### config.mk
export PLATFORM = sky130hd
export DESIGN_NAME = exchange_sort_engine_unit
export DESIGN_NICKNAME = d
export VERILOG_FILES = /design/src/rtl/core/ese_pkg.sv /design/src/rtl/core/exchange_sort_engine_unit.sv
export SDC_FILE = /design/constraint.sdc
export NUM_CORES = 2
export LEC_CHECK = 0
export BUFFER_PORTS_ARGS = -buffer_cell sky130_fd_sc_hd__buf_2
export CELL_PAD_IN_SITES_DETAIL_PLACEMENT = 1
export CELL_PAD_IN_SITES_GLOBAL_PLACEMENT = 1
export CORE_UTILIZATION = 50
export DETAILED_ROUTE_END_ITERATION = 8
export GPL_TIMING_DRIVEN = 0
export PLACE_DENSITY_LB_ADDON = 0.1
export SLEW_MARGIN = 10
export SYNTH_ARGS = -nofsm -noshare
export SYNTH_HDL_FRONTEND = slang
export SYNTH_SLANG_ARGS = --single-unit
### constraint.sdc
create_clock -name i_clk -period 5.4 [get_ports i_clk]
set_input_delay 0.27 -clock i_clk [delete_from_list [all_inputs] [get_ports i_clk]]
set_output_delay 0.27 -clock i_clk [all_outputs]
set_load 0.05 [all_outputs]
### src/rtl/core/ese_pkg.sv
`default_nettype none

package ese_pkg;

    localparam int MAX_ITEMS_DEF = 64;
    localparam int KEY_W         = 32;
    localparam int TAG_W         = 16;
    localparam int PC_W          = 3;
    localparam int APB_AW        = 3;
    localparam int APB_DW        = 32;

    // register index, taken from paddr bit 2
    localparam logic REG_DESCENDING = 1'b0;

    // step addresses of the sequencer program
    localparam logic [PC_W-1:0] S_LOAD   = 3'd0;
    localparam logic [PC_W-1:0] S_ROWCHK = 3'd1;
    localparam logic [PC_W-1:0] S_HOLD   = 3'd2;
    localparam logic [PC_W-1:0] S_SCAN   = 3'd3;
    localparam logic [PC_W-1:0] S_ROWEND = 3'd4;
    localparam logic [PC_W-1:0] S_EMITI  = 3'd5;
    localparam logic [PC_W-1:0] S_EMIT   = 3'd6;
    localparam logic [PC_W-1:0] S_SPARE  = 3'd7;

    // read address sources
    localparam logic [1:0] RD_I  = 2'd0;
    localparam logic [1:0] RD_I1 = 2'd1;
    localparam logic [1:0] RD_J1 = 2'd2;
    localparam logic [1:0] RD_K  = 2'd3;

    // jump conditions
    localparam logic [2:0] C_ALWAYS  = 3'd0;
    localparam logic [2:0] C_LAST_IN = 3'd1;
    localparam logic [2:0] C_I_DONE  = 3'd2;
    localparam logic [2:0] C_J_DONE  = 3'd3;
    localparam logic [2:0] C_K_DONE  = 3'd4;

    typedef struct packed {
        logic            take_in;
        logic            init_ptrs;
        logic            load_hold;
        logic            set_j;
        logic            scan;
        logic            wr_row;
        logic            inc_i;
        logic            emit;
        logic [1:0]      rd_src;
        logic [2:0]      cond;
        logic [PC_W-1:0] jmp;
        logic [PC_W-1:0] nxt;
    } t_uop;

    function automatic t_uop uop_rom(input logic [PC_W-1:0] pc);
        t_uop u;
        u = '0;
        u.cond   = C_ALWAYS;
        u.rd_src = RD_I;
        u.jmp    = S_LOAD;
        u.nxt    = S_LOAD;
        case (pc)
            S_LOAD: begin
                u.take_in   = 1'b1;
                u.init_ptrs = 1'b1;
                u.cond      = C_LAST_IN;
                u.jmp       = S_ROWCHK;
                u.nxt       = S_LOAD;
            end
            S_ROWCHK: begin
                u.rd_src = RD_I;
                u.cond   = C_I_DONE;
                u.jmp    = S_EMITI;
                u.nxt    = S_HOLD;
            end
            S_HOLD: begin
                u.load_hold = 1'b1;
                u.set_j     = 1'b1;
                u.rd_src    = RD_I1;
                u.jmp       = S_SCAN;
            end
            S_SCAN: begin
                u.scan   = 1'b1;
                u.rd_src = RD_J1;
                u.cond   = C_J_DONE;
                u.jmp    = S_ROWEND;
                u.nxt    = S_SCAN;
            end
            S_ROWEND: begin
                u.wr_row = 1'b1;
                u.inc_i  = 1'b1;
                u.jmp    = S_ROWCHK;
            end
            S_EMITI: begin
                u.rd_src = RD_K;
                u.jmp    = S_EMIT;
            end
            S_EMIT: begin
                u.emit   = 1'b1;
                u.rd_src = RD_K;
                u.cond   = C_K_DONE;
                u.jmp    = S_LOAD;
                u.nxt    = S_EMIT;
            end
            default: begin
                u.jmp = S_LOAD;
            end
        endcase
        return u;
    endfunction

endpackage

`default_nettype wire

### src/rtl/core/exchange_sort_engine_unit.sv
// Collects up to MAX_ITEMS requests (signed key plus tag) until one is marked last, sorts them
// in place with an exchange sort and sends them out in order, last marked, overflow flagged if
// requests were dropped for lack of room. The sort is run by a small microcoded sequencer over a
// one-write, one-read item memory: for each row i it checks the row, loads item i into a hold
// register, scans the later items with one compare per cycle, swapping when a pair is out of
// order, and writes the held item back to row i; a first read then starts the output. Results
// then leave at one per cycle while the receiver does not stall, through an output register,
// which lets loading of the next set start while the final result still waits. The sort order
// is set by the descending_order register at address 0.
`default_nettype none

module exchange_sort_engine_unit
    import ese_pkg::*;
#(
    parameter int MAX_ITEMS = MAX_ITEMS_DEF
) (
    input  wire logic                     i_clk,
    input  wire logic                     i_rst_n,
    input  wire logic                     psel,
    input  wire logic                     penable,
    input  wire logic                     pwrite,
    input  wire logic [APB_AW-1:0]        paddr,
    input  wire logic [APB_DW-1:0]        pwdata,
    output logic      [APB_DW-1:0]        prdata,
    output logic                          pready,
    input  wire logic                     i_in_valid,
    output logic                          o_in_stall,
    input  wire logic signed [KEY_W-1:0]  i_item_key,
    input  wire logic        [TAG_W-1:0]  i_item_tag,
    input  wire logic                     i_last_item,
    output logic                          o_out_valid,
    input  wire logic                     i_out_stall,
    output logic signed [KEY_W-1:0]       o_sorted_key,
    output logic        [TAG_W-1:0]       o_sorted_tag,
    output logic                          o_last_result,
    output logic                          o_overflowed
);

    localparam int AW = $clog2(MAX_ITEMS);
    localparam int CW = $clog2(MAX_ITEMS + 1);

    logic signed [KEY_W-1:0] mem_key [MAX_ITEMS];
    logic        [TAG_W-1:0] mem_tag [MAX_ITEMS];

    logic [PC_W-1:0] r_pc, n_pc;
    logic [CW-1:0]   r_cnt, n_cnt;
    logic            r_ovf, n_ovf;
    logic            r_desc;
    logic [AW-1:0]   r_i, n_i;
    logic [AW-1:0]   r_j, n_j;
    logic [AW-1:0]   r_k, n_k;
    logic signed [KEY_W-1:0] r_hold_key, n_hold_key;
    logic        [TAG_W-1:0] r_hold_tag, n_hold_tag;
    logic signed [KEY_W-1:0] r_rd_key;
    logic        [TAG_W-1:0] r_rd_tag;

    logic                    r_ov, n_ov;
    logic signed [KEY_W-1:0] r_okey, n_okey;
    logic        [TAG_W-1:0] r_otag, n_otag;
    logic                    r_olast, n_olast;
    logic                    r_oovf, n_oovf;

    t_uop                    uop;
    logic                    in_acc;
    logic                    has_room;
    logic                    emit_adv;
    logic                    do_swap;
    logic                    take_jmp;
    logic [AW-1:0]           rd_addr;
    logic                    wr_en;
    logic [AW-1:0]           wr_addr;
    logic signed [KEY_W-1:0] wr_key;
    logic        [TAG_W-1:0] wr_tag;
    logic                    cfg_wr;

    assign uop        = uop_rom(r_pc);
    assign o_in_stall = !uop.take_in;
    assign in_acc     = i_in_valid && uop.take_in;
    assign has_room   = r_cnt < CW'(MAX_ITEMS);
    assign emit_adv   = uop.emit && (!r_ov || !i_out_stall);
    assign do_swap    = uop.scan && (r_desc ? (r_hold_key < r_rd_key)
                                            : (r_hold_key > r_rd_key));

    assign pready = 1'b1;
    assign cfg_wr = psel && penable && pwrite && (paddr[2] == REG_DESCENDING);
    assign prdata = (paddr[2] == REG_DESCENDING) ? {{(APB_DW-1){1'b0}}, r_desc} : '0;

    always_comb begin
        case (uop.rd_src)
            RD_I:    rd_addr = r_i;
            RD_I1:   rd_addr = r_i + AW'(1);
            RD_J1:   rd_addr = r_j + AW'(1);
            RD_K:    rd_addr = emit_adv ? (r_k + AW'(1)) : r_k;
            default: rd_addr = r_i;
        endcase
    end

    always_comb begin
        wr_en   = 1'b0;
        wr_addr = r_cnt[AW-1:0];
        wr_key  = i_item_key;
        wr_tag  = i_item_tag;
        if (in_acc && has_room) begin
            wr_en = 1'b1;
        end else if (do_swap) begin
            wr_en   = 1'b1;
            wr_addr = r_j;
            wr_key  = r_hold_key;
            wr_tag  = r_hold_tag;
        end else if (uop.wr_row) begin
            wr_en   = 1'b1;
            wr_addr = r_i;
            wr_key  = r_hold_key;
            wr_tag  = r_hold_tag;
        end
    end

    always_ff @(posedge i_clk) begin
        if (wr_en) begin
            mem_key[wr_addr] <= wr_key;
            mem_tag[wr_addr] <= wr_tag;
        end
        r_rd_key <= mem_key[rd_addr];
        r_rd_tag <= mem_tag[rd_addr];
    end

    always_comb begin
        case (uop.cond)
            C_ALWAYS:  take_jmp = 1'b1;
            C_LAST_IN: take_jmp = in_acc && i_last_item;
            C_I_DONE:  take_jmp = (CW'(r_i) + CW'(1)) >= r_cnt;
            C_J_DONE:  take_jmp = (CW'(r_j) + CW'(1)) == r_cnt;
            C_K_DONE:  take_jmp = emit_adv && ((CW'(r_k) + CW'(1)) == r_cnt);
            default:   take_jmp = 1'b1;
        endcase
        n_pc = take_jmp ? uop.jmp : uop.nxt;
    end

    always_comb begin
        n_cnt      = r_cnt;
        n_ovf      = r_ovf;
        n_i        = r_i;
        n_j        = r_j;
        n_k        = r_k;
        n_hold_key = r_hold_key;
        n_hold_tag = r_hold_tag;
        n_ov       = r_ov;
        n_okey     = r_okey;
        n_otag     = r_otag;
        n_olast    = r_olast;
        n_oovf     = r_oovf;

        if (r_ov && !i_out_stall) begin
            n_ov = 1'b0;
        end
        if (uop.init_ptrs) begin
            n_i = '0;
            n_k = '0;
        end
        if (in_acc) begin
            if (has_room) begin
                n_cnt = r_cnt + CW'(1);
            end else begin
                n_ovf = 1'b1;
            end
        end
        if (uop.load_hold) begin
            n_hold_key = r_rd_key;
            n_hold_tag = r_rd_tag;
        end
        if (uop.set_j) begin
            n_j = r_i + AW'(1);
        end
        if (uop.scan) begin
            n_j = r_j + AW'(1);
            if (do_swap) begin
                n_hold_key = r_rd_key;
                n_hold_tag = r_rd_tag;
            end
        end
        if (uop.inc_i) begin
            n_i = r_i + AW'(1);
        end
        if (emit_adv) begin
            n_ov    = 1'b1;
            n_okey  = r_rd_key;
            n_otag  = r_rd_tag;
            n_olast = (CW'(r_k) + CW'(1)) == r_cnt;
            n_oovf  = r_ovf;
            n_k     = r_k + AW'(1);
            // set done: clear for the next one
            if ((CW'(r_k) + CW'(1)) == r_cnt) begin
                n_cnt = '0;
                n_ovf = 1'b0;
            end
        end
    end

    always_ff @(posedge i_clk) begin
        if (!i_rst_n) begin
            r_pc   <= S_LOAD;
            r_cnt  <= '0;
            r_ovf  <= 1'b0;
            r_desc <= 1'b0;
            r_i    <= '0;
            r_j    <= '0;
            r_k    <= '0;
            r_ov   <= 1'b0;
        end else begin
            r_pc  <= n_pc;
            r_cnt <= n_cnt;
            r_ovf <= n_ovf;
            r_i   <= n_i;
            r_j   <= n_j;
            r_k   <= n_k;
            r_ov  <= n_ov;
            if (cfg_wr) begin
                r_desc <= pwdata[0];
            end
        end
    end

    always_ff @(posedge i_clk) begin
        r_hold_key <= n_hold_key;
        r_hold_tag <= n_hold_tag;
        r_okey     <= n_okey;
        r_otag     <= n_otag;
        r_olast    <= n_olast;
        r_oovf     <= n_oovf;
    end

    assign o_out_valid   = r_ov;
    assign o_sorted_key  = r_okey;
    assign o_sorted_tag  = r_otag;
    assign o_last_result = r_olast;
    assign o_overflowed  = r_oovf;

    a_cnt_bound: assert property (@(posedge i_clk) disable iff (!i_rst_n)
        r_cnt <= CW'(MAX_ITEMS))
        else $error("item count beyond capacity");

    a_scan_order: assert property (@(posedge i_clk) disable iff (!i_rst_n)
        (r_pc == S_SCAN) |-> (r_j > r_i))
        else $error("scan position not past row position");

    a_last_clears: assert property (@(posedge i_clk) disable iff (!i_rst_n)
        (emit_adv && n_olast) |=> (r_cnt == '0 && !r_ovf && r_pc == S_LOAD))
        else $error("set state not cleared after final result");

    a_no_load_in_sort: assert property (@(posedge i_clk) disable iff (!i_rst_n)
        (r_pc != S_LOAD) |-> (o_in_stall && !wr_en || !in_acc))
        else $error("request taken while sorting");

endmodule

`default_nettype wire

After elaboration in Yosys (flattened, before gate mapping)
Memory sizes are Yosys's and may differ from the RTL's. A register that Yosys moved wholly into a read port is not among the register bits.
Index checks and enable logic that the tools add are counted.
{ "word_totals": {"ff_bits": 129, "latch_bits": 0, "ramBits": 3072, "rom_bits": 0, "inputBits": 91, "out_inout_bits": 85, "word_cells": 115, "mem_count": 2} }
{ "memory_table": {"columns": ["memory", "words", "word_bits", "read_ports", "rd_clocked_by_memory_dff", "wr", "line_no", "source"], "rows": [
  ["mem_key", 64, 32, 1, 1, 1, "exchange_sort_engine_unit.sv:42", "logic signed [KEY_W-1:0] mem_key [MAX_ITEMS];"],
  ["mem_tag", 64, 16, 1, 1, 1, "exchange_sort_engine_unit.sv:43", "logic [TAG_W-1:0] mem_tag [MAX_ITEMS];"]
]} }
{ "classes": {"n_addsub": 7, "multipliers": 0, "div_mod_pow": 0, "order_cmp": 4, "n_eq_ne": 15, "n_shift": 0, "muxes": 50, "bitwise_logic": 1, "reduce_logical": 22} }
{ "ops": {"columns": ["operator", "count"], "rows": [
  ["$mux W32", 6],
  ["$mux W16", 6],
  ["$mux W6", 9],
  ["$gt A32 B32 Y1", 1],
  ["$lt A32 B32 Y1", 1],
  ["$mux W7", 4],
  ["$pmux W6 S4", 1],
  ["$add A6 B1 Y7 const B", 3],
  ["$add A6 B1 Y6 const B", 3],
  ["$mux W1", 15],
  ["$pmux W3 S5", 1],
  ["$eq A7 B7 Y1", 2],
  ["$eq A3 B2 Y1 const B", 4],
  ["$eq A3 B3 Y1 const B", 4],
  ["$pmux W3 S4", 1],
  ["$logic_and A1 B1 Y1", 10],
  ["$pmux W3 S3", 1],
  ["$reduce_bool A2 Y1", 4],
  ["$add A7 B1 Y7 const B", 1],
  ["$ge A7 B7 Y1", 1],
  ["$lt A7 B7 Y1 const B", 1],
  ["$eq A3 B1 Y1 const B", 2],
  ["$mux W2", 3],
  ["$pmux W2 S3", 1],
  ["other kinds (10)", 14]
]} }

Depth between registers and ports, before layout
{ "logic_depth": {"ltp_word": 7, "mapped_depth": 19, "mapped_depth_nobuf": 13} }

Worst setup path before layout
OpenSTA, ideal clock, no wires.
{ "synth_timing": {"path_type": "flip-flop to flip-flop", "startpoint": "register r_rd_key[14], read port of mem_key", "endpoint": "memory mem_key[0][0] (data pin)", "setup_time_ns": 0.702, "arrival_ns": 4.812, "required_time_ns": 4.698, "setup_slack_ns": -0.114, "stages_incl_launch_ff": 11, "n_path_buf": 1, "synth_period_minus_slack_ns": 5.514, "cell_sequence": "dfxtp_1 > inv_1 > ha_1 > a21oi_1 > nand2_1 > a221o_1 > o31a_1 > a211oi_4 > mux2i_1 > clkbuf_1 > o21ai_0"} }
{ "synth_via": {"elab_chain_cells": 5, "elab_cells_between_ends": 6, "cone_classes": "2 x order compare; 3 x mux; 1 x reduce/logical"} }
{ "synth_lines": {"columns": ["element", "line_no", "source"], "rows": [
  ["start, declared", "exchange_sort_engine_unit.sv:54", "logic signed [KEY_W-1:0] r_rd_key;"],
  ["$gt A32 B32 Y1 or $lt A32 B32 Y1 (tied branches)", "exchange_sort_engine_unit.sv:82, exchange_sort_engine_unit.sv:81", null],
  ["$mux W1 (*)", "exchange_sort_engine_unit.sv:81", "assign do_swap = uop.scan && (r_desc ? (r_hold_key < r_rd_key)"],
  ["$logic_and A1 B1 Y1 (*)", "exchange_sort_engine_unit.sv:81", null],
  ["$mux W32 (*)", "exchange_sort_engine_unit.sv:105", "end else if (do_swap) begin"],
  ["$mux W32 (*)", "exchange_sort_engine_unit.sv:103", "if (in_acc && has_room) begin"],
  ["via wr_key[0]", "exchange_sort_engine_unit.sv:72", "logic signed [KEY_W-1:0] wr_key;"],
  ["end, declared", "exchange_sort_engine_unit.sv:42", null]
]} }
The timed path passes the listed nets; every way through them passes the cells marked *.

Worst setup path in the final report
{ "layout_timing": {"startpoint": "register r_j[0]", "endpoint": "register r_rd_key[14], read port of mem_key"} }
{ "layout_via": {"elab_chain_cells": 2} }
{ "layout_lines": {"columns": ["element", "line_no", "source"], "rows": [
  ["start, declared", "exchange_sort_engine_unit.sv:50", "logic [AW-1:0] r_j, n_j;"],
  ["start signal, assigned", "exchange_sort_engine_unit.sv:214", "r_j <= n_j;"],
  ["$add A6 B1 Y6", "exchange_sort_engine_unit.sv:92", "RD_J1: rd_addr = r_j + AW'(1);"],
  ["$pmux W6 S4", "exchange_sort_engine_unit.sv:89", "case (uop.rd_src)"]
]} }
No other way between the ends.
A chain may end at the register's enable or synchronous reset.

==> metrics.txt <==
# TYPE chip_impl_metric gauge
chip_impl_metric{name="detailedRoute.firstPassIterationCount",unit=""} 6
chip_impl_metric{name="power.sequential.fraction",unit="%"} 44.8
chip_impl_metric{name="wl_per_cell",unit="µm"} 34.88
chip_impl_metric{name="placement_rows",unit=""} 183
chip_impl_metric{name="netlist-cell-type-count",unit=""} 77
chip_impl_info{name="timing.hold.worst_endpoint",value="mem_key[50][20]"} 1
chip_impl_metric{name="cp.required",unit="ns"} 6.20
chip_impl_metric{name="timing.critical_path.arrival",unit="ns"} 6.08
chip_impl_info{name="timing.critical_path.mode_cell",value="clkbuf_1"} 1
chip_impl_info{name="ys_dominant_reg_cell",value="edfxtp_1"} 1
chip_impl_metric{name="worst-path-max-fanout",unit=""} 10
chip_impl_metric{name="placed_area",unit="mm²"} 0.1345
chip_impl_info{name="path_cells",value="clkbuf_1 > and3_1 > mux2i_1 > a2111oi_1 > nand2_1 > nand3_1 > clkbuf_1 > o22a_1 > o221ai_2 > a211oi_1"} 1
chip_impl_metric{name="gp_congestion",unit=""} 0.8307
chip_impl_metric{name="clockPowerShare",unit="%"} 30.8
chip_impl_metric{name="drc",unit=""} 0
chip_impl_metric{name="number_of_global_route_vias_before_repair",unit=""} 65430
chip_impl_metric{name="floorplan_core_area",unit="mm²"} 0.2487
chip_impl_metric{name="cp_slowest_stage_delay",unit="ns"} 1.06
chip_impl_metric{name="post-layout-total-power",unit="mW"} 73.24
chip_impl_metric{name="synth-seq-area-share",unit="%"} 76.95
chip_impl_metric{name="timing_worst_slew_pin_value",unit="ns"} 1.231
chip_impl_metric{name="layout-drive-gt1-share",unit="%"} 33.93
chip_impl_metric{name="maxClockFrequency",unit="GHz"} 0.1895
chip_impl_metric{name="synth.yosys.warnings",unit=""} 0
chip_impl_info{name="clock_root_buffer_master",value="clkbuf_16"} 1
chip_impl_metric{name="async_reset_ff_share",unit="%"} 0
chip_impl_metric{name="grt_first_pass_wirelength",unit="mm"} 494.4
chip_impl_metric{name="clock_input_transition_at_the_sequential_cells_of_the_worst_setup_and_hold_paths",unit="ns"} 0.06
chip_impl_metric{name="worstHoldPathCells",unit=""} 3
chip_impl_metric{name="global_route.overflow_total",unit=""} 0
chip_impl_metric{name="initial_utilization",unit="%"} 50.33
chip_impl_metric{name="internal_power_consumption",unit="mW"} 51.66
chip_impl_info{name="timing.critical_path.max_delay_family",value="compound AO/OA/AOI/OAI gates"} 1
chip_impl_metric{name="timing.reg2reg.setup_slack",unit="ns"} 0.12
chip_impl_metric{name="cts_buffer_depth",unit=""} 4
chip_impl_metric{name="synth.avg_cell_area",unit="µm²"} 21.94
chip_impl_metric{name="area_delta_synth_final",unit="%"} 17.17
chip_impl_metric{name="wl",unit="mm"} 352.1
chip_impl_metric{name="yosys_register_bits",unit=""} 3249
chip_impl_info{name="tritoncts",value="built"} 1
chip_impl_metric{name="synthCells",unit=""} 5704
chip_impl_metric{name="dieHeight",unit="µm"} 502.3
chip_impl_metric{name="clock_latency",unit="ns"} 0.99
chip_impl_metric{name="clock_tree.htree_level_count",unit=""} 5
chip_impl_metric{name="total_leakage_power",unit="nW"} 47.20
chip_impl_info{name="setup.worst_path.start_class",value="flip-flop"} 1
chip_impl_info{name="most_common_library_cell_in_the_layout_ignoring_fill_and_taps",value="edfxtp_1"} 1
chip_impl_metric{name="port-buffer-count",unit=""} 110
chip_impl_metric{name="die-area",unit="mm²"} 0.2523
chip_impl_metric{name="p_comb_share",unit="%"} 24.4
chip_impl_metric{name="hold_violations",unit=""} 0
chip_impl_metric{name="final.min_clock_period",unit="ns"} 5.278
chip_impl_info{name="r2r-end",value="r_rd_key[14]"} 1
chip_impl_info{name="crit_type",value="reg -> reg"} 1
chip_impl_info{name="setup_repair_after_global_routing_missed_its_margin",value="true"} 1
chip_impl_info{name="crit_path_end_kind",value="flip-flop"} 1
chip_impl_metric{name="slew_headroom",unit="%"} 17.96
chip_impl_info{name="cell_with_the_largest_stage_delay_on_the_worst_path",value="a2111oi_1"} 1
chip_impl_info{name="most-common-layout-cells",value="edfxtp_1, mux4_2, clkbuf_16, mux2_2, buf_2"} 1
chip_impl_metric{name="place.detailed.hpwl",unit="mm"} 233.9
chip_impl_metric{name="num_vias",unit=""} 63230
chip_impl_metric{name="report.final.setup_viol",unit=""} 0
chip_impl_metric{name="post-place-ws",unit="ns"} -0.9974
chip_impl_metric{name="cts_made_buffers",unit=""} 349
chip_impl_metric{name="p_per_area",unit="mW/mm²"} 499.4
chip_impl_metric{name="maximum_number_of_pins_on_one_net_before_global_route_repair",unit=""} 65
chip_impl_metric{name="avgViaCountPerCell",unit=""} 6.264
chip_impl_info{name="status",value="finished clean"} 1
chip_impl_info{name="min_path_type",value="in -> reg"} 1
chip_impl_metric{name="period_share",unit="%"} 97.74
chip_impl_metric{name="finalWorstSetupSlack",unit="ns"} 0.1221
chip_impl_metric{name="clock_sinks",unit=""} 3249
chip_impl_metric{name="path_buf_inv",unit=""} 2
chip_impl_metric{name="worst_ir_drop_vdd",unit="µV"} 392.3
chip_impl_metric{name="fp.dieW",unit="µm"} 502.3
chip_impl_metric{name="io_pins",unit=""} 176
chip_impl_metric{name="synth_enable_flop_cells",unit=""} 3122
chip_impl_info{name="worst_r2r_startpoint",value="r_j[0]"} 1
chip_impl_metric{name="final-max-slew-violation-count",unit=""} 0
chip_impl_metric{name="max_cap_viol_count",unit=""} 0
chip_impl_metric{name="postLayoutCoreUtil",unit="%"} 58.97
chip_impl_metric{name="switching_share",unit="%"} 29.46
chip_impl_metric{name="initialDrtViolationCount",unit=""} 7446
chip_impl_metric{name="fin_tns_setup",unit="ns"} 0
chip_impl_metric{name="number_of_antenna_violations_at_the_first_check_in_global_routing",unit=""} 16
chip_impl_info{name="hold_path_start",value="i_item_key[20]"} 1
chip_impl_metric{name="syn-cell-area",unit="mm²"} 0.1251
chip_impl_metric{name="timing.clock.skew",unit="ns"} 0.05854
chip_impl_metric{name="ant_nets",unit=""} 0
chip_impl_metric{name="reg2reg_depth",unit=""} 10
chip_impl_metric{name="groute.usage.overall",unit="%"} 28.14
chip_impl_metric{name="final_net_count",unit=""} 6631
chip_impl_metric{name="p_sw",unit="mW"} 21.58
chip_impl_metric{name="finalInstanceArea",unit="mm²"} 0.1466
-- area by class of cell --
| type | instances | area (µm²) |
|---|---|---|
| diodes | 7 | 17.52 |
| fillers | 20760 | 102000 |
| flip-flops and latches | 3249 | 96290 |
| clock inverters | 153 | 1122 |
| inverters | 53 | 203.9 |
| multi-input cells | 2088 | 28070 |
| plain buffers | 343 | 1815 |
| repair buffers | 412 | 5512 |
| well taps | 3330 | 4167 |
| clock buffers | 460 | 9430 |
-- per-layer routing --
layer  wire, µm  vias up  GRT usage, %
li1           -    25560             -
met1     147800    34290         41.05
met2     164500     2890         43.18
met3      28560      484         5.132
met4      11210        2         9.248
met5         13        -             0
-- how the worst max path moves through the flow --
stage,endpoint,startpoint,slack [ns],cells after the start
after floorplan,mem_key[0][0],r_rd_key[14],-0.03,11
after global placement,mem_tag[49][9],r_rd_key[30],-5.97,10
after detailed placement,mem_tag[32][5],r_rd_key[19],-1.0,13
after CTS,mem_tag[13][11],r_rd_key[19],-0.17,14
after global routing,mem_key[25][29],r_rd_key[28],-0.03,14
final,r_rd_key[14],r_j[0],0.12,10
-- power by group through the flow --
stage          sequential [mW]  combinational, mW  clock (mW)
3_5_place_dp              33.3               17.3           0
3_3_place_gp              33.8               15.3           0
4_1_cts                   32.8               17.8        22.8
5_1_grt                   32.9               18.9        23.7
2_1_floorplan             33.3               9.93           0
6_report                  32.8               17.9        22.5
-- flip-flops by register name (all words and copies together), names as in the netlist --
name           count
mem_tag         1024
r_hold_key        32
r_rd_tag          16
o_last_result      1
o_out_valid        1
r_pc               3
o_sorted_key      32
o_overflowed       1
r_cnt              7
r_rd_key          32
r_k                6
r_i                6
r_desc             1
r_hold_tag        16
r_j                6
o_sorted_tag      16
r_ovf              1
mem_key         2048
-- timing repair --
action | in CTS | in global routing
hold endpoints to repair | 248 | 0
gates resized for setup | 48 | 60
pin swaps | 31 | 2
endpoints found under the setup margin | 3921 | 2232
hold buffers | 21 | 0
cloned | 0 | 0
setup buffers | 86 | 8
-- tightest hold or removal path: stages --
cell,delay (ns)
buf_2,0.14
nand2_1,0.08
nand2_2,0.26
-- cell usage after synthesis (4+ instances only) --
library cell / count / area (µm²)
a211oi_1: 52 / 390.4
mux2_2: 305 / 3435
xnor2_1: 21 / 183.9
buf_2: 130 / 650.6
nor2b_1: 15 / 93.84
nand4_1: 7 / 43.79
a21o_1: 6 / 45.04
o211ai_1: 6 / 45.04
nor2_1: 108 / 405.4
nand2_1: 224 / 840.8
and3_1: 7 / 43.79
nor3_1: 10 / 50.05
o221ai_1: 51 / 446.7
or3_1: 4 / 25.02
xor2_1: 5 / 43.79
o22a_1: 46 / 402.9
a31oi_1: 9 / 56.30
o22ai_1: 52 / 325.3
and2_1: 5 / 31.28
o21ai_0: 50 / 250.2
nor4_1: 7 / 43.79
buf_4: 66 / 495.5
mux4_2: 764 / 17210
a21oi_1: 40 / 200.2
ha_1: 44 / 550.5
o221a_2: 5 / 56.30
a221oi_1: 49 / 429.2
mux2i_1: 18 / 180.2
dfxtp_1: 127 / 2542
clkbuf_1: 110 / 412.9
buf_1: 37 / 138.9
edfxtp_1: 3122 / 93750
a22oi_1: 51 / 382.9
nand3_1: 40 / 200.2
nand2b_1: 5 / 31.28
inv_1: 52 / 195.2
-- stage by stage --
stage / cells / hold WS, ns
after floorplan: 5734 / 0.4012
after global placement: 9174 / 0.4205
after detailed placement: 9361 / 0.4180
after CTS: 10080 / 0.01616
after global routing: 10090 / 0.05523
final: 10100 / 0.07785
-- kinds of logic (layout without fill, tap and decap cells) --
logic type / count (synthesis) / in the layout / synth area share [%]
compound gates: 452 / 452 / 2.694
mux: 1087 / 1087 / 16.64
buf+inv: 397 / 1421 / 1.525
other cells: 2 / 39 / 0.006001
fa+ha+maj: 45 / 45 / 0.4479
flops: 3249 / 3249 / 76.95
simple gates: 445 / 445 / 1.545
xor+xnor: 27 / 27 / 0.2000
(Power assumes the default switching activity.)
